==> src/sv/kcri_pkg.sv <==
package kcri_pkg;

    localparam int MAX_KEYS   = 8;
    localparam int ROM_KEYS   = 5;
    localparam int NCH        = 6;
    localparam int CH_W       = 8;
    localparam int TIME_W     = 17;
    localparam int OFF_W      = TIME_W + 1;
    localparam int DIFF_W     = CH_W + 1;
    localparam int PROD_W     = OFF_W + DIFF_W;
    localparam int NUM_W      = PROD_W - 1;
    localparam int DEN_W      = TIME_W;
    localparam int SUM_W      = NUM_W + 2;
    localparam int KEY_IDX_W  = 3;
    localparam int KC_W       = 4;
    localparam int CFG_IDX_W  = 2;
    localparam int CFG_DATA_W = 4;
    localparam int IDX_W      = (MAX_KEYS > 1) ? $clog2(MAX_KEYS) : 1;
    localparam int MAX_N      = (MAX_KEYS > ROM_KEYS) ? MAX_KEYS : ROM_KEYS;
    localparam int CNT_W      = $clog2(MAX_N);
    localparam int ROM_IDX_W  = $clog2(ROM_KEYS);
    localparam int DIV_CNT_W  = $clog2(NUM_W);

    typedef logic [NCH-1:0][CH_W-1:0] t_colors;

    typedef enum logic {
        CMD_WRITE = 1'b0,
        CMD_QUERY = 1'b1
    } t_cmd;

    typedef enum logic [CFG_IDX_W-1:0] {
        REG_KEY_COUNT   = 2'd0,
        REG_ALT_PALETTE = 2'd1
    } t_cfg_reg;

    typedef struct packed {
        logic             wr_key;
        logic             cap_query;
        logic             rd_en;
        logic [CNT_W-1:0] rd_addr;
        logic             alt;
        logic             shift;
        logic             capture;
        logic             mul;
        logic             load;
        logic             div_step;
        logic             out_load;
    } t_dp_cmd;

    typedef struct packed {
        logic hit;
        logic out_free;
    } t_dp_sts;

    function automatic logic [TIME_W-1:0] rom_time(input logic [ROM_IDX_W-1:0] k);
        logic [TIME_W-1:0] t;
        case (k)
            3'd0:    t = 17'd0;
            3'd1:    t = 17'd16384;
            3'd2:    t = 17'd32768;
            3'd3:    t = 17'd49152;
            3'd4:    t = 17'd65536;
            default: t = '0;
        endcase
        return t;
    endfunction

    // channel order from bit 0 up: top r/g/b, bottom r/g/b
    function automatic t_colors rom_colors(input logic [ROM_IDX_W-1:0] k);
        t_colors c;
        case (k)
            3'd0:    c = {8'd252, 8'd211, 8'd162, 8'd46,  8'd5,   8'd0};
            3'd1:    c = {8'd48,  8'd33,  8'd23,  8'd21,  8'd10,  8'd6};
            3'd2:    c = {8'd244, 8'd220, 8'd170, 8'd174, 8'd142, 8'd98};
            3'd3:    c = {8'd159, 8'd101, 8'd47,  8'd93,  8'd40,  8'd0};
            3'd4:    c = {8'd252, 8'd211, 8'd162, 8'd46,  8'd5,   8'd0};
            default: c = '0;
        endcase
        return c;
    endfunction

endpackage

==> src/sv/keyframe_color_ramp_interpolator_top.sv <==
// Channel   Handshake                  Payload
// input     i_in_valid / o_in_ready    i_cmd, i_key_index, i_key_time, i_in_*, i_day_fraction
// output    o_out_valid / i_out_ready  o_top_*, o_bottom_*
// config    i_cfg_we (no wait)         i_cfg_idx, i_cfg_data
//
// A key write is stored on acceptance. A query runs from acceptance to a
// loaded result in these steps: for each key scanned (2..8), a
// registered table read and a bracket compare; then multiply, operand
// load, a 26-step restoring divide run in six parallel lanes, and saturation.
// The next request is taken in the cycle after the load, so a query holds
// off the input until then; a finished result waits in the output register
// and a query behind it stalls in its last step.
// Reset (synchronous, active low) sets key_count to 2 and alt_palette to 0.
module keyframe_color_ramp_interpolator_top (
    input  logic                            i_clk,
    input  logic                            i_rst_n,
    input  logic                            i_in_valid,
    output logic                            o_in_ready,
    input  logic                            i_cmd,
    input  logic [kcri_pkg::KEY_IDX_W-1:0]  i_key_index,
    input  logic [kcri_pkg::TIME_W-1:0]     i_key_time,
    input  logic [kcri_pkg::CH_W-1:0]       i_in_top_red,
    input  logic [kcri_pkg::CH_W-1:0]       i_in_top_green,
    input  logic [kcri_pkg::CH_W-1:0]       i_in_top_blue,
    input  logic [kcri_pkg::CH_W-1:0]       i_in_bottom_red,
    input  logic [kcri_pkg::CH_W-1:0]       i_in_bottom_green,
    input  logic [kcri_pkg::CH_W-1:0]       i_in_bottom_blue,
    input  logic [kcri_pkg::TIME_W-1:0]     i_day_fraction,
    output logic                            o_out_valid,
    input  logic                            i_out_ready,
    output logic [kcri_pkg::CH_W-1:0]       o_top_red,
    output logic [kcri_pkg::CH_W-1:0]       o_top_green,
    output logic [kcri_pkg::CH_W-1:0]       o_top_blue,
    output logic [kcri_pkg::CH_W-1:0]       o_bottom_red,
    output logic [kcri_pkg::CH_W-1:0]       o_bottom_green,
    output logic [kcri_pkg::CH_W-1:0]       o_bottom_blue,
    input  logic                            i_cfg_we,
    input  logic [kcri_pkg::CFG_IDX_W-1:0]  i_cfg_idx,
    input  logic [kcri_pkg::CFG_DATA_W-1:0] i_cfg_data
);
    import kcri_pkg::*;

    t_dp_cmd cmd;
    t_dp_sts sts;
    t_colors key_colors, out_colors;

    assign key_colors = {i_in_bottom_blue, i_in_bottom_green, i_in_bottom_red,
                         i_in_top_blue, i_in_top_green, i_in_top_red};

    kcri_ctrl u_ctrl (
        .i_clk      (i_clk),
        .i_rst_n    (i_rst_n),
        .i_in_valid (i_in_valid),
        .i_cmd      (i_cmd),
        .i_cfg_we   (i_cfg_we),
        .i_cfg_idx  (i_cfg_idx),
        .i_cfg_data (i_cfg_data),
        .i_sts      (sts),
        .o_in_ready (o_in_ready),
        .o_cmd      (cmd)
    );

    kcri_dp u_dp (
        .i_clk          (i_clk),
        .i_rst_n        (i_rst_n),
        .i_cmd          (cmd),
        .i_key_index    (i_key_index),
        .i_key_time     (i_key_time),
        .i_key_colors   (key_colors),
        .i_day_fraction (i_day_fraction),
        .i_out_ready    (i_out_ready),
        .o_out_valid    (o_out_valid),
        .o_colors       (out_colors),
        .o_sts          (sts)
    );

    assign o_top_red      = out_colors[0];
    assign o_top_green    = out_colors[1];
    assign o_top_blue     = out_colors[2];
    assign o_bottom_red   = out_colors[3];
    assign o_bottom_green = out_colors[4];
    assign o_bottom_blue  = out_colors[5];

`ifndef SYNTH
    a_load_free: assert property (@(posedge i_clk) disable iff (!i_rst_n)
        cmd.out_load |-> sts.out_free)
        else $error("result loaded over an untaken result");

    a_load_shown: assert property (@(posedge i_clk) disable iff (!i_rst_n)
        cmd.out_load |=> o_out_valid)
        else $error("loaded result not presented");

    a_busy: assert property (@(posedge i_clk) disable iff (!i_rst_n)
        (cmd.rd_en || cmd.mul || cmd.load || cmd.div_step) |-> !o_in_ready)
        else $error("request taken while a query is in progress");

    a_write: assert property (@(posedge i_clk) disable iff (!i_rst_n)
        cmd.wr_key |-> (i_in_valid && o_in_ready && i_cmd == CMD_WRITE))
        else $error("key write without an accepted write request");
`endif

endmodule

==> src/sv/kcri_ctrl.sv <==
module kcri_ctrl (
    input  logic                             i_clk,
    input  logic                             i_rst_n,
    input  logic                             i_in_valid,
    input  logic                             i_cmd,
    input  logic                             i_cfg_we,
    input  logic [kcri_pkg::CFG_IDX_W-1:0]   i_cfg_idx,
    input  logic [kcri_pkg::CFG_DATA_W-1:0]  i_cfg_data,
    input  kcri_pkg::t_dp_sts                i_sts,
    output logic                             o_in_ready,
    output kcri_pkg::t_dp_cmd                o_cmd
);
    import kcri_pkg::*;

    typedef enum logic [6:0] {
        S_IDLE  = 7'b0000001,
        S_READ  = 7'b0000010,
        S_CHECK = 7'b0000100,
        S_MUL   = 7'b0001000,
        S_LOAD  = 7'b0010000,
        S_DIV   = 7'b0100000,
        S_FIN   = 7'b1000000
    } t_state;

    t_state                r_state, n_state;
    logic [CNT_W-1:0]      r_k, n_k;
    logic [DIV_CNT_W-1:0]  r_div_cnt, n_div_cnt;
    logic [KC_W-1:0]       r_key_count;
    logic                  r_alt;
    logic [CNT_W-1:0]      last_k;

    // index of the last key in use: the ROM's last key in alt palette mode, else key count clamped to 2..MAX_KEYS
    always_comb begin
        if (r_alt) begin
            last_k = CNT_W'(ROM_KEYS - 1);
        end else if (r_key_count < KC_W'(2)) begin
            last_k = CNT_W'(1);
        end else if (int'(r_key_count) > MAX_KEYS) begin
            last_k = CNT_W'(MAX_KEYS - 1);
        end else begin
            last_k = CNT_W'(r_key_count - KC_W'(1));
        end
    end

    always_comb begin
        n_state    = r_state;
        n_k        = r_k;
        n_div_cnt  = r_div_cnt;
        o_in_ready = 1'b0;
        o_cmd      = '0;
        o_cmd.rd_addr = r_k;
        o_cmd.alt     = r_alt;
        case (r_state)
            S_IDLE: begin
                o_in_ready = 1'b1;
                if (i_in_valid) begin
                    if (i_cmd == CMD_QUERY) begin
                        o_cmd.cap_query = 1'b1;
                        n_k     = '0;
                        n_state = S_READ;
                    end else begin
                        o_cmd.wr_key = 1'b1;
                    end
                end
            end
            S_READ: begin
                o_cmd.rd_en = 1'b1;
                n_state     = S_CHECK;
            end
            S_CHECK: begin
                if (r_k == '0) begin
                    o_cmd.shift = 1'b1;
                    n_k     = r_k + CNT_W'(1);
                    n_state = S_READ;
                end else if (i_sts.hit || r_k == last_k) begin
                    o_cmd.capture = 1'b1;
                    n_state = S_MUL;
                end else begin
                    o_cmd.shift = 1'b1;
                    n_k     = r_k + CNT_W'(1);
                    n_state = S_READ;
                end
            end
            S_MUL: begin
                o_cmd.mul = 1'b1;
                n_state   = S_LOAD;
            end
            S_LOAD: begin
                o_cmd.load = 1'b1;
                n_div_cnt  = DIV_CNT_W'(NUM_W - 1);
                n_state    = S_DIV;
            end
            S_DIV: begin
                o_cmd.div_step = 1'b1;
                if (r_div_cnt == '0) begin
                    n_state = S_FIN;
                end else begin
                    n_div_cnt = r_div_cnt - DIV_CNT_W'(1);
                end
            end
            S_FIN: begin
                // wait here while the previous result is still held
                if (i_sts.out_free) begin
                    o_cmd.out_load = 1'b1;
                    n_state = S_IDLE;
                end
            end
            default: begin
                n_state = S_IDLE;
            end
        endcase
    end

    always_ff @(posedge i_clk) begin
        if (!i_rst_n) begin
            r_state     <= S_IDLE;
            r_k         <= '0;
            r_div_cnt   <= '0;
            r_key_count <= KC_W'(2);
            r_alt       <= 1'b0;
        end else begin
            r_state   <= n_state;
            r_k       <= n_k;
            r_div_cnt <= n_div_cnt;
            if (i_cfg_we) begin
                case (i_cfg_idx)
                    REG_KEY_COUNT:   r_key_count <= i_cfg_data[KC_W-1:0];
                    REG_ALT_PALETTE: r_alt       <= i_cfg_data[0];
                    default:         ;
                endcase
            end
        end
    end

endmodule

==> src/sv/kcri_dp.sv <==
module kcri_dp (
    input  logic                            i_clk,
    input  logic                            i_rst_n,
    input  kcri_pkg::t_dp_cmd               i_cmd,
    input  logic [kcri_pkg::KEY_IDX_W-1:0]  i_key_index,
    input  logic [kcri_pkg::TIME_W-1:0]     i_key_time,
    input  kcri_pkg::t_colors               i_key_colors,
    input  logic [kcri_pkg::TIME_W-1:0]     i_day_fraction,
    input  logic                            i_out_ready,
    output logic                            o_out_valid,
    output kcri_pkg::t_colors               o_colors,
    output kcri_pkg::t_dp_sts               o_sts
);
    import kcri_pkg::*;

    logic [TIME_W-1:0] mem_time [MAX_KEYS];
    t_colors           mem_col  [MAX_KEYS];

    logic [TIME_W-1:0] r_mem_t, r_rom_t, cur_t;
    t_colors           r_mem_c, r_rom_c, cur_c;
    logic [TIME_W-1:0] r_d, r_prev_t, r_t0, r_t1;
    t_colors           r_prev_c, r_a, r_b;

    logic signed [PROD_W-1:0] r_prod [NCH];
    logic signed [OFF_W-1:0]  r_span;
    logic [NUM_W-1:0]         r_nq   [NCH];
    logic [DEN_W-1:0]         r_rem  [NCH];
    logic [NCH-1:0]           r_neg;
    logic [DEN_W-1:0]         r_den;
    logic                     r_zero;

    logic                     r_out_valid;
    t_colors                  r_out;

    logic                     wr_ok;
    logic signed [OFF_W-1:0]  off, span;
    logic signed [PROD_W-1:0] prod  [NCH];
    logic [DEN_W:0]           trial [NCH];
    logic [NUM_W-1:0]         n_nq  [NCH];
    logic [DEN_W-1:0]         n_rem [NCH];
    logic signed [SUM_W-1:0]  sum   [NCH];
    t_colors                  res;

    assign wr_ok = int'(i_key_index) < MAX_KEYS;
    assign cur_t = i_cmd.alt ? r_rom_t : r_mem_t;
    assign cur_c = i_cmd.alt ? r_rom_c : r_mem_c;
    assign o_sts.hit      = (r_d >= r_prev_t) && (r_d <= cur_t);
    assign o_sts.out_free = !r_out_valid || i_out_ready;

    // key table: one write port, one registered read port
    always_ff @(posedge i_clk) begin
        if (i_cmd.wr_key && wr_ok) begin
            mem_time[IDX_W'(i_key_index)] <= i_key_time;
            mem_col[IDX_W'(i_key_index)]  <= i_key_colors;
        end
        if (i_cmd.rd_en) begin
            r_mem_t <= mem_time[i_cmd.rd_addr[IDX_W-1:0]];
            r_mem_c <= mem_col[i_cmd.rd_addr[IDX_W-1:0]];
            r_rom_t <= rom_time(i_cmd.rd_addr[ROM_IDX_W-1:0]);
            r_rom_c <= rom_colors(i_cmd.rd_addr[ROM_IDX_W-1:0]);
        end
    end

    always_comb begin
        off  = $signed({1'b0, r_d}) - $signed({1'b0, r_t0});
        span = $signed({1'b0, r_t1}) - $signed({1'b0, r_t0});
        for (int c = 0; c < NCH; c++) begin
            prod[c] = PROD_W'($signed({1'b0, r_b[c]}) - $signed({1'b0, r_a[c]}))
                      * PROD_W'(off);
            // restoring divide, one quotient bit per step per lane
            trial[c] = {r_rem[c], r_nq[c][NUM_W-1]} - {1'b0, r_den};
            if (!trial[c][DEN_W]) begin
                n_rem[c] = trial[c][DEN_W-1:0];
                n_nq[c]  = {r_nq[c][NUM_W-2:0], 1'b1};
            end else begin
                n_rem[c] = {r_rem[c][DEN_W-2:0], r_nq[c][NUM_W-1]};
                n_nq[c]  = {r_nq[c][NUM_W-2:0], 1'b0};
            end
            if (r_neg[c]) begin
                sum[c] = $signed(SUM_W'(r_a[c])) - $signed(SUM_W'(r_nq[c]));
            end else begin
                sum[c] = $signed(SUM_W'(r_a[c])) + $signed(SUM_W'(r_nq[c]));
            end
            if (r_zero) begin
                res[c] = r_a[c];
            end else if (sum[c] < $signed(SUM_W'(0))) begin
                res[c] = '0;
            end else if (sum[c] > $signed(SUM_W'(255))) begin
                res[c] = 8'hFF;
            end else begin
                res[c] = sum[c][CH_W-1:0];
            end
        end
    end

    always_ff @(posedge i_clk) begin
        if (i_cmd.cap_query) begin
            r_d <= i_day_fraction;
        end
        if (i_cmd.shift) begin
            r_prev_t <= cur_t;
            r_prev_c <= cur_c;
        end
        if (i_cmd.capture) begin
            r_t0 <= r_prev_t;
            r_t1 <= cur_t;
            r_a  <= r_prev_c;
            r_b  <= cur_c;
        end
        if (i_cmd.mul) begin
            r_span <= span;
            for (int c = 0; c < NCH; c++) begin
                r_prod[c] <= prod[c];
            end
        end
        if (i_cmd.load) begin
            r_den  <= r_span[OFF_W-1] ? DEN_W'(-r_span) : DEN_W'(r_span);
            r_zero <= (r_span == '0);
            for (int c = 0; c < NCH; c++) begin
                r_nq[c]  <= r_prod[c][PROD_W-1] ? NUM_W'(-r_prod[c]) : NUM_W'(r_prod[c]);
                r_rem[c] <= '0;
                r_neg[c] <= r_prod[c][PROD_W-1] ^ r_span[OFF_W-1];
            end
        end
        if (i_cmd.div_step) begin
            for (int c = 0; c < NCH; c++) begin
                r_nq[c]  <= n_nq[c];
                r_rem[c] <= n_rem[c];
            end
        end
        if (i_cmd.out_load) begin
            r_out <= res;
        end
    end

    always_ff @(posedge i_clk) begin
        if (!i_rst_n) begin
            r_out_valid <= 1'b0;
        end else if (i_cmd.out_load) begin
            r_out_valid <= 1'b1;
        end else if (i_out_ready) begin
            r_out_valid <= 1'b0;
        end
    end

    assign o_out_valid = r_out_valid;
    assign o_colors    = r_out;

endmodule
==> config.mk <==
export PLATFORM = sky130hd
export DESIGN_NAME = keyframe_color_ramp_interpolator_top
export DESIGN_NICKNAME = d
export VERILOG_FILES = /design/src/sv/kcri_pkg.sv /design/src/sv/keyframe_color_ramp_interpolator_top.sv /design/src/sv/kcri_ctrl.sv /design/src/sv/kcri_dp.sv
export SDC_FILE = /design/constraint.sdc
export NUM_CORES = 2
export LEC_CHECK = 0
export ABC_AREA = 1
export BUFFER_PORTS_ARGS = -buffer_cell sky130_fd_sc_hd__buf_2
export CORE_ASPECT_RATIO = 0.75
export CORE_UTILIZATION = 54
export DETAILED_ROUTE_END_ITERATION = 10
export PLACE_DENSITY = 0.67
export SLEW_MARGIN = 10
export SYNTH_ARGS = -nofsm -noshare
export SYNTH_HDL_FRONTEND = slang
export SYNTH_HIERARCHICAL = 1
export SYNTH_SLANG_ARGS = --single-unit
==> constraint.sdc <==
create_clock -name i_clk -period 24.7 [get_ports i_clk]
set_input_delay 2.47 -clock i_clk [delete_from_list [all_inputs] [get_ports i_clk]]
set_output_delay 2.47 -clock i_clk [all_outputs]
set_load 0.02 [all_outputs]
Word level (Yosys, flattened, before mapping)
Memories as Yosys holds them, arrays and structs flattened. A register that Yosys moved wholly into a read port is not among the register bits. Index checks and enable logic that the tools add are counted.

Output and inout port bits: 50. Input port bits: 97. RAM bits: 940. Logic and storage cells: 264. Register bits: 388. Bits in latches: 0. Memories kept: 5. Bits in read-only memories: 0.

Mux-type cells: 102. Eq/ne operators: 19. Shift operators: 0. Bitwise gates (word level): 18. Order comparisons: 16. Divide/modulo/power cells: 0. Reductions and logical operators: 17. $add $sub $neg: 36. $mul: 6.

Memory list: u_dp.mem_col (depth 8, bits a word 48, read ports 1, clocked after memory_dff 1, write ports 1, line kcri_dp.sv:17) `t_colors mem_col [MAX_KEYS];`; u_dp.r_prod (depth 6, bits a word 27, read ports 6, clocked after memory_dff 0, write ports 6, line kcri_dp.sv:24) `logic signed [PROD_W-1:0] r_prod [NCH];`; u_dp.r_nq (depth 6, bits a word 26, read ports 6, clocked after memory_dff 0, write ports 6, line kcri_dp.sv:26) `logic [NUM_W-1:0] r_nq [NCH];`; u_dp.mem_time (depth 8, bits a word 17, read ports 1, clocked after memory_dff 1, write ports 1, line kcri_dp.sv:16) `logic [TIME_W-1:0] mem_time [MAX_KEYS];`; u_dp.r_rem (depth 6, bits a word 17, read ports 6, clocked after memory_dff 0, write ports 6, line kcri_dp.sv:27) `logic [DEN_W-1:0] r_rem [NCH];`.

Operators with widths (count): $mux W26 (12); $mux W17 (14); $pmux W48 S4 (1); $gt A28 B9 Y1 const B (6); $lt A28 B1 Y1 const B (6); $mux W28 (6); $add A8 B26 Y27 (6); $mul A9 B18 Y27 (6); $sub A8 B26 Y27 (6); $neg A26 Y26 (6); $mux W8 (18); $sub A18 B17 Y18 (6); $pmux W17 S4 (1); $sub A8 B8 Y9 (6); $pmux W7 S7 (1); $mux W48 (1); $sub A17 B17 Y18 (2); $mux W1 (29); $mux W7 (4); $mux W3 (7); $logic_not A18 Y1 (1); $ge A17 B17 Y1 (1); $le A17 B17 Y1 (1); $neg A17 Y17 (1); other kinds (37) (66).

Longest topological paths before layout
Depth after elaboration: 9. Depth in mapped cells: 38. Mapped depth without buffers: 37.

Hierarchy
Netlist, hierarchy kept.

By module, submodules not included: kcri_dp (cells each 12028, area each 105678.9 um2, times used 1, seq. area each 39718.1 um2); kcri_ctrl (cells each 169, area each 1162.4 um2, times used 1, seq. area each 400.4 um2).

Worst setup path after synthesis
OpenSTA, ideal clock, no wires.

Path type: reg-to-reg. From: register u_ctrl.r_state[6]. To: register u_ctrl.r_state[0]. Path slack: 5.525 ns. Setup time: 0.141 ns. Path buffers: 0. Cell stages (with the launch flop): 7. Required time: 24.559 ns. Period minus slack after synthesis: 19.175 ns. Arrival: 19.034 ns. Path through: dfxtp_1 -> nor3_1 -> inv_1 -> nor4_1 -> inv_1 -> nand4_1 -> nand3_1.

Word-level cells in the longest chain between the ends: 3. Elaborated cells between the ends (all ways): 13. Classes of those cells: eq/ne: 11; mux: 1; reduce/logical: 1.

Ends and longest elaborated chain: from (decl) (line kcri_ctrl.sv:25) `t_state r_state, n_state;`; from (signal assigned) (line kcri_ctrl.sv:122) `r_state <= n_state;`; $eq A7 B6 Y1 (tied with other cells) (line kcri_ctrl.sv:53) `case (r_state)`; $ne A2 B1 Y1 (no source line) or $ne A2 B2 Y1 (tied branches); $reduce_and A4 Y1 (no source line).

Several ways; a longest one is shown, not always the timed one. A chain may end at the register's enable or synchronous reset.

==> key figures <==
Timing
  – Final setup margin: 16.57 ns
  – Pins over their slew limit: 0
  – Worst hold slack: 0.374 ns
  – Slew headroom: 19.2%
  – Max Clock Freq: ~120 MHz
  – Final worst-path cycle share: 32.9%
  – Setup TNS Final: 0 ns
  – RSZ-0062 raised after global routing: false
  – Setup-failing EPs final: 0
  – Final Hold Viols: 0
  – Least-Margin Pin Slew: 1.21 ns
  – Clock skew: 0.121 ns
  – Tmin final: 8.13 ns

Clocking
  – CTS H-tree depth: 4
  – Skew-Pair Late Insertion Delay: 0.86 ns
  – Hold_buf cts: 0
  – Clock sink total: 1343
  – Cts repair resizes: 0
  – Max Root-Sink Buffers: 4
  – TritonCTS buffer count: roughly 150
  – CTS tree: built
  – Setup bufs post-CTS: 0
  – Reg clk slew, reported paths: 0.06 ns
  – Root buf cell: clkbuf_16

Synth
  – Post-synth EDFFs: 1322
  – Distinct cells, synth: 66
  – Synthesis-stage register bit count: 1343
  – Largest cells by area after synthesis: edfxtp_1 37%, fa_1 15%, nand2_1 8.9%, ha_1 7.8%, nor2_1 6.0%
  – Primary FF master, synth: edfxtp_1
  – Yosys top cell by area: edfxtp_1
  – Syn Area/Cell: 8.76 um^2
  – Sequential share of the synthesized area: between 30% and 40%
  – Synth Instances: 12197
  – Syn Nets: between 10000 and 15000
  – Asr flop ratio synth: 0%
  – Synth warn: 6
  – Synth Cell Area: 0.107 mm^2
  – Top-area cell type share of the netlist area: between 30% and 40%

Critical path
  – Arrival time at the worst endpoint: about 8.7 ns
  – Worst Path Required: 25.26 ns
  – Setup crit end kind: flop
  – Setup CP Type: reg -> reg
  – Slowest CP cell: clkinv_1
  – CP peak stage delay: 0.55 ns
  – Startpoint Class: flop
  – Critical-path maximum fanout: 25

GRT
  – Overflow after GRT: 0
  – First-pass GRT wire length: 493000 um
  – Vias in the first global route: 83447
  – Antenna violations before repair: 14
  – Largest net degree at the start of global routing: 166
  – All-Layer GR Usage: about a third

Power
  – Peak VDD IR: 184 uV
  – P_leak: 50.8 nW
  – Int Power: around 8.5 mW
  – Switching Power: between 7 and 8 mW
  – Reg power frac: 20.4%
  – Final Power: 15.8 mW
  – Combinational share of power: 65.8%
  – Clk pwr share: roughly 14%
  – Pwr Density: between 100 and 150 mW/mm^2
  – Switching Share: between 40% and 50%

Final layout
  – Layout cell share with drive strength beyond 1: 5.24%
  – Nets: roughly 14000
  – Layout Cell Area excl Fill: approximately 0.11 mm^2
  – Fin util: 58.9%
  – Most frequent cells in the layout: 2544 x nand2_1, 1692 x nor2_1, 1571 x inv_1, 1322 x edfxtp_1, 823 x fa_1
  – P&R area growth vs syn: 7.58%
  – Layout Cells excl Fill: 14940
  – Fillers: 17032
  – Most common cell after layout, fill and taps aside: nand2_1

Place
  – Dpl ws: about 17 ns
  – Placed insts: ~15000
  – Placed instance area: 0.110 mm^2
  – HPWL after DPL: 237000 um
  – Port bufs: between 100 and 150
  – GPL Wtd Cong: 0.987

Floorplan
  – Die H: 387 um
  – Die Area: 0.200 mm^2
  – Io pins: 147
  – Starting Density: approximately 55%
  – Core area: 0.195 mm^2
  – Row count: 140
  – Chip width: 516 um

Routing
  – Residual DRC: 0
  – Vias: 85835
  – Post-route ant nets: 0
  – Vias per cell: 5.75
  – Drt total wl: 322000 um
  – 1st-iter DRT viols: 8482
  – DRT Pass-1 Iters: 6
  – Avg WL per Cell: 21.6 um

Min path
  – Tightest Hold Check Type: reg -> reg

Job
  – Max cap viols: 0

Run status
  – Status: finished, final reports clean
-- cell type report --
type	instances	area [um^2]	area share, %
clock buffers	170	3830	3.33
clock inverters	85	828	0.721
diodes	6	15.0	0.0131
well taps	2627	3290	2.86
flip-flops and latches	1343	40100	34.9
multi-input cells	8822	59100	51.4
inverters	1622	6110	5.31
repair buffers	265	1640	1.42
-- critical path: cells and delay by family (launching register included) --
kind	cells	cell delay, ns
adder cells (fa/ha/maj)	7	3.17
buffers and inverters	9	1.73
AO/OA/AOI/OAI	6	1.52
AND/OR/NAND/NOR	7	0.87
flip-flops	1	0.42
XOR/XNOR	1	0.15
-- state kept, by name (all words and copies together) (netlist names), 18 cells and up --
signal         cells
u_dp/mem_col     384
u_dp/mem_time    136
u_dp/o_colors     48
u_dp/r_a          48
u_dp/r_b          48
u_dp/r_mem_c      48
u_dp/r_nq        156
u_dp/r_prev_c     48
u_dp/r_prod      162
u_dp/r_rem       102
u_dp/r_span       18
-- power by group through the flow --
stage	Sequential [mW]	Combinational, mW	Clock, mW
2_1_floorplan	3.27	7.66	0
3_3_place_gp	3.28	10.0	0
3_5_place_dp	3.28	10.2	0
4_1_cts	3.23	10.3	2.23
5_1_grt	3.23	11.7	2.31
6_report	3.23	10.4	2.19
-- path summary, 6_finish.rpt --
kind / start / endpoint / slack, ns / cells past startpoint
min: u_dp/r_prev_c[39]$_DFFE_PP_ / u_dp/r_a[39]$_DFFE_PP_ / 0.37 / 0
max reg2reg: u_dp/r_d[2]$_DFFE_PP_ / u_dp/r_prod[0][24]$_DFFE_PP_ / 16.57 / 30
max: u_dp/r_d[2]$_DFFE_PP_ / u_dp/r_prod[0][24]$_DFFE_PP_ / 16.57 / 30
min reg2reg: u_dp/r_prev_c[39]$_DFFE_PP_ / u_dp/r_a[39]$_DFFE_PP_ / 0.37 / 0
-- synthesized netlist by cell type (7+ instances only) --
master,instances
a211oi_1,32
a21o_1,20
a21oi_1,558
a31oi_1,94
and2_1,17
and3_1,7
buf_1,15
buf_2,71
clkbuf_1,314
clkinv_1,20
dfxtp_1,21
edfxtp_1,1322
fa_1,824
ha_1,662
inv_1,1577
inv_2,25
nand2_1,2546
nand2_2,14
nand3_1,563
nand3b_1,29
nand4_1,126
nor2_1,1701
nor2_2,25
nor3_1,103
nor3_2,19
nor4_1,34
o211ai_1,15
o21ai_0,758
o21ai_1,53
o21bai_1,28
o22ai_1,75
o31ai_1,17
or2_1,7
or2_2,30
xnor2_1,147
xor2_1,248
-- kinds of logic (layout without fill, tap and decap cells) --
kind of cell,Yosys count,after routing,synth area share (%)
AO/OA/AOI/OAI,1697,1697,8.57
XOR/XNOR,398,398,3.28
adder cells (fa/ha/maj),1486,1486,23.2
buffers and inverters,2032,2142,7.27
flip-flops,1343,1343,37.5
other,0,6,0
AND/OR/NAND/NOR,5241,5241,20.1
-- routing by layer --
| layer | global-route usage (%) | vias up | share of wire, % |
|---|---|---|---|
| met2 | 47.7 | 3821 | 42 |
| met1 | 46.5 | 41555 | 44 |
| li1 | - | 39921 | - |
| met5 | 0 | - | 0.11 |
| met3 | 8.77 | 528 | 11 |
| met4 | 8.79 | 10 | 2.9 |
No activity file was read; power rests on OpenSTA's default activity.
